`src/sas_pkg.sv`:
```
package sas_pkg;

  // field widths
  localparam int KIND_W      = 4;
  localparam int DT_W        = 24;
  localparam int ANIM_IDX_W  = 4;
  localparam int POS_W       = 6;
  localparam int FRAME_IDX_W = 8;
  localparam int LEN_VAL_W   = 24;
  localparam int SPEED_W     = 16;

  // internal widths
  localparam int LEN_W     = POS_W + 1;
  localparam int ELAPSED_W = 32;
  localparam int FRAC_W    = 16;
  localparam int PROD1_W   = 2 * SPEED_W;
  localparam int PROD2_W   = DT_W + PROD1_W;

  // configuration port
  localparam int CFG_DATA_W = 32;
  localparam int CFG_ADDR_W = 3;
  localparam logic [SPEED_W-1:0] GLOBAL_SPEED_RESET = 16'd256;

  // default sizes
  localparam int DEF_FRAME_COUNT = 256;
  localparam int DEF_ANIM_COUNT  = 16;
  localparam int DEF_SEQ_LEN     = 64;

  typedef enum logic [CFG_ADDR_W-3:0] {
    REG_GLOBAL_SPEED = 1'b0
  } reg_idx_t;

  typedef enum logic [KIND_W-1:0] {
    KIND_TICK      = 4'd0,
    KIND_PLAY      = 4'd1,
    KIND_PAUSE     = 4'd2,
    KIND_RESUME    = 4'd3,
    KIND_REWIND    = 4'd4,
    KIND_JUMP      = 4'd5,
    KIND_FRAME_LEN = 4'd6,
    KIND_DEFINE    = 4'd7,
    KIND_STEP      = 4'd8
  } kind_t;

  typedef enum logic [3:0] {
    S_IDLE,
    S_DECODE,
    S_FILL,
    S_MUL1,
    S_MUL2,
    S_ADD,
    S_ADV_CHK,
    S_ADV_WAIT,
    S_ADV_CMP,
    S_OUT_RD,
    S_OUT
  } state_t;

  typedef struct packed {
    logic [KIND_W-1:0]      kind;
    logic [DT_W-1:0]        dt_step;
    logic [ANIM_IDX_W-1:0]  anim_index;
    logic [POS_W-1:0]       position;
    logic [FRAME_IDX_W-1:0] frame_index;
    logic [LEN_VAL_W-1:0]   length_value;
    logic [SPEED_W-1:0]     speed_value;
    logic                   loop_flag;
    logic                   restart_flag;
  } item_t;

  typedef struct packed {
    logic [FRAME_IDX_W-1:0] current_frame;
    logic [POS_W-1:0]       current_position;
    logic                   is_playing;
  } res_t;

  typedef struct packed {
    logic capture;
    logic exec;
    logic len_item;
    logic fill_step;
    logic fill_last;
    logic mul1;
    logic mul2;
    logic add;
    logic adv_cmp;
    logic out_load;
  } cmd_t;

  typedef struct packed {
    kind_t kind;
    logic  playing;
    logic  step_ok;
    logic  fill_done;
    logic  adv_stop;
    logic  adv_more;
    logic  out_free;
  } status_t;

  typedef struct packed {
    logic               en;
    logic [SPEED_W-1:0] data;
  } cfg_wr_t;

endpackage

```
`src/sas_ctrl.sv`:
```
module sas_ctrl (
  input  logic              clk,
  input  logic              rst,
  input  logic              in_valid,
  output logic              in_ready,
  input  sas_pkg::status_t  stat,
  output sas_pkg::cmd_t     cmd
);
  import sas_pkg::*;

  state_t state;
  state_t state_next;

  // state register
  always_ff @(posedge clk) begin
    if (rst) begin
      state <= S_IDLE;
    end else begin
      state <= state_next;
    end
  end

  // next state and commands
  always_comb begin
    state_next = state;
    cmd        = '0;
    in_ready   = 1'b0;
    case (state)
      S_IDLE: begin
        in_ready = 1'b1;
        if (in_valid) begin
          cmd.capture = 1'b1;
          state_next  = S_DECODE;
        end
      end
      S_DECODE: begin
        cmd.exec     = 1'b1;
        cmd.len_item = 1'b1;
        case (stat.kind)
          KIND_TICK: state_next = stat.playing ? S_MUL1 : S_OUT_RD;
          KIND_STEP: state_next = stat.step_ok ? S_FILL : S_OUT_RD;
          default:   state_next = S_OUT_RD;
        endcase
      end
      S_FILL: begin
        cmd.len_item = 1'b1;
        if (stat.fill_done) begin
          cmd.fill_last = 1'b1;
          state_next    = S_OUT_RD;
        end else begin
          cmd.fill_step = 1'b1;
        end
      end
      S_MUL1: begin
        cmd.mul1   = 1'b1;
        state_next = S_MUL2;
      end
      S_MUL2: begin
        cmd.mul2   = 1'b1;
        state_next = S_ADD;
      end
      S_ADD: begin
        cmd.add    = 1'b1;
        state_next = S_ADV_CHK;
      end
      S_ADV_CHK: begin
        state_next = stat.adv_stop ? S_OUT_RD : S_ADV_WAIT;
      end
      S_ADV_WAIT: begin
        state_next = S_ADV_CMP;
      end
      S_ADV_CMP: begin
        cmd.adv_cmp = 1'b1;
        state_next  = stat.adv_more ? S_ADV_CHK : S_OUT_RD;
      end
      S_OUT_RD: begin
        state_next = S_OUT;
      end
      S_OUT: begin
        if (stat.out_free) begin
          cmd.out_load = 1'b1;
          state_next   = S_IDLE;
        end
      end
      default: begin
        state_next = S_IDLE;
      end
    endcase
  end

endmodule

```
`config.mk`:
```
export PLATFORM = sky130hd
export DESIGN_NAME = sas_ctrl
export DESIGN_NICKNAME = d
export VERILOG_FILES = /design/src/sas_pkg.sv /design/src/sas_ctrl.sv
export SDC_FILE = /design/constraint.sdc
export NUM_CORES = 1
export LEC_CHECK = 0
export BUFFER_PORTS_ARGS = -buffer_cell sky130_fd_sc_hd__buf_2
export CELL_PAD_IN_SITES_DETAIL_PLACEMENT = 0
export CELL_PAD_IN_SITES_GLOBAL_PLACEMENT = 1
export CORE_MARGIN = 4
export CORE_UTILIZATION = 29
export DETAILED_ROUTE_END_ITERATION = 8
export PLACE_DENSITY_LB_ADDON = 0.1
export SETUP_SLACK_MARGIN = 0.3
export SKIP_CTS_REPAIR_TIMING = 1
export SYNTH_ARGS = -nofsm -noshare
export SYNTH_HDL_FRONTEND = slang
export SYNTH_SLANG_ARGS = --single-unit
```
`constraint.sdc`:
```
create_clock -name clk -period 2.1 [get_ports clk]
set_clock_uncertainty 0.05 [all_clocks]
set_input_delay 0.42 -clock clk [delete_from_list [all_inputs] [get_ports clk]]
set_output_delay 0.42 -clock clk [all_outputs]
set_load 0.03 [all_outputs]
```
==> flow_summary.yaml <==
run_status:
  outcome: "finished clean"
synth:
  yosys-top-cells-area: "dfxtp_1 20%, a21oi_1 6.2%, nand2b_1 6.2%"
  yosys_warnings: 0
  synth-main-ff-cell: "dfxtp_1"
  syn_inst: 58
  synth-simple-area-share_pct: 44.00
  syn-num-nets: 71
  ys_types: 29
  ys_seq_elements: 4
  synth_common_cells: "6 x nor2_1, 5 x a21oi_1, 4 x dfxtp_1, 4 x nand2b_1, 4 x nor3_1"
  synth_seq_area_share_pct: 19.69
  synth_top_area_cell: "dfxtp_1"
  syn_area_per_cell_sq_um: 7.011
  yosysMostFrequentCell: "nor2_1"
  synth_top_family_by_area: "simple AND/OR/NAND/NOR gates"
  synth_xor_area_share_pct: 2.154
  synth_compound_area_share_pct: 24.92
  synthesis.area_sq_um: 406.6
  synthMuxAreaShare_pct: 2.462
  synth_top_area_share_pct: 19.69
  synth_fa_ha_area_share_pct: 0
  async_flop_share_pct: 0
  synth_edf_count: 0
clock_tree:
  numCtsBuffers: 3
  h-tree-depth: 1
  cts.sinks: 4
  clock_path_buffers: 2
  cts_tree: "built"
  clock_latency_ns: 0.23
  clkTransAtPathRegs_ns: 0.04
  cts-root-buf: "clkbuf_4"
routing:
  drc: 0
  postRouteAntennaNets: 0
  totalWireLength_um: 1177
  dr.pass1.iters: 2
  wl_per_cell_um: 12.26
  vias_per_cell: 5.229
  first_iter_violations: 6
  vias: 502
placed_design:
  hpwl_um: 961.2
  portBuffers: 23
  finalWeightedCongestion: 0.7880
  postPlaceCellArea_sq_um: 540.5
floorplan:
  start_util_pct: 30.86
  die_h_um: 45.45
  num_rows: 13
  fp.dieArea_sq_mm: 0.002065
  pin_count: 24
  die_w_um: 45.45
  core_sq_mm: 0.001318
worst_setup_path:
  critPathRequiredTime_ns: 1.63
  critPathSlowestCell: "dfxtp_4"
  critPathLaunch: "state[3]$_SDFFE_PP0P_"
  path_max_fanout: 17
  cpPeakStageDelay_ns: 0.44
  r2r_slack_ns: 0.61
  path_class: "reg2out"
  critPathCaptureType: "output pin"
  cp.arrival_ns: 1.24
  r2r_start: "state[2]$_SDFFE_PP0P_"
  worst-r2r-cell-count: 4
  crit_chain: "nor2b_1 -> and2_1 -> buf_2"
  crit_end: "cmd[1]"
  cp-start-kind: "register"
  reg2reg_to: "state[3]$_SDFFE_PP0P_"
global_route:
  grt_max_degree: 18
  grt_pass1_wl_um: 1945
  met3_usage_pct: 2.767
  antenna_found_initial: 0
  first_global_vias: 450
  overflow: 0
  gr-usage-met2_pct: 19.22
  use_met1_pct: 17.62
  grt_use_total_pct: 12.36
  grt_busiest_layer: "met2"
pwr:
  leakage_uw: 0.0002651
  peakVddDrop_mv: 0.5503
  powerDensity_mw_per_mm2: 1570
timing:
  hold_viol: 0
  rsz0062_at_grt: "no"
  period_minus_slack_ns: 1.711
  holdWs_ns: 0.3396
  setup_viol: 0
  slew_headroom_pct: 68.84
  fin_tns_setup_ns: 0
  tightest_slew_ns: 0.4662
  drv_slew: 0
  finalCritPeriodShare_pct: 81.45
  clock.fmax_mhz: 584.6
final_layout:
  fill_cells: 154
  largest_reg_flops: 4
  nets: 96
  multi_input_area_sq_um: 320.3
  final_area_sq_um: 578.1
  top_register: "state"
  antenna_cells: 0
  area_delta_synth_final_pct: 42.15
  drive_gt1_share_pct: 44.44
  seq_area_sq_um: 87.58
  largestRegisters: "state (4)"
min_path:
  hold_path.class: "in2reg"
  worstHoldStart: "rst"
job:
  maxCapViolCount: 0
-- logic make-up after synthesis --
logic type	after synthesis
simple gates	33
compound gates	14
buf+inv	5
flops	4
xor+xnor	1
mux	1
-- critical path: cells and delay by family (launching register included) --
family                 cells  cell delay, ns
buffers and inverters      1            0.20
and+or+nand+nor            2            0.38
DFF                        1            0.44
-- how the worst min path moves through the flow --
stage | endpoint | slack, ns | cells past startpoint
finish | state[1]$_SDFFE_PP0P_ | 0.34 | 2
global route | state[1]$_SDFFE_PP0P_ | 0.34 | 2
global placement | state[2]$_SDFFE_PP0P_ | 0.58 | 2
CTS | state[1]$_SDFFE_PP0P_ | 0.35 | 2
detailed placement | state[1]$_SDFFE_PP0P_ | 0.58 | 2
floorplan | state[1]$_SDFFE_PP0P_ | 0.44 | 1
-- routing by layer --
layer / wire [um] / vias up
met1: 531 / 221
met3: 91 / 0
met4: 0 / 0
met2: 553 / 19
met5: 0 / -
li1: - / 262
-- layout by cell type (no fill, tap or decap), types with 2 or more instances in the layout --
cell type	instances
buf_2	22
nor2_1	6
a21oi_1	5
nand2b_1	4
clkbuf_4	4
and3_1	3
nand2_1	3
dfxtp_2	3
nor3_1	2
nor3_2	2
nor2b_1	2
or3_1	2
nor4_1	2
-- area by class of cell --
cell class                 count  share of cell area (%)
multi-input combinational     49                   55.41
timing repair buffer          24                   21.65
sequential                     4                   15.15
clock buffer                   3                   3.896
tap                           15                   3.247
inverter                       1                  0.6494
-- where the power goes --
part	total, uW	switching [uW]	leakage [uW]	internal, uW
Clock	92.3	28.5	0.0000138	63.7
Combinational	602	360	0.000217	241
Sequential	214	94.6	0.0000347	119
-- metrics by stage --
step | utilization [%] | total power (uW) | worst slack (ns) | cells
after floorplan | - | 650.4 | 0.3433 | 58
after global placement | 41.03 | 795.7 | 0.3330 | 93
after detailed placement | 41.03 | 788.4 | 0.3088 | 93
after CTS | 42.74 | 884.7 | 0.1213 | 96
after global routing | 43.87 | 984.4 | 0.3064 | 96
final | 43.87 | 907.8 | 0.3895 | 96
Note: power is estimated with default switching activity, not from simulation.
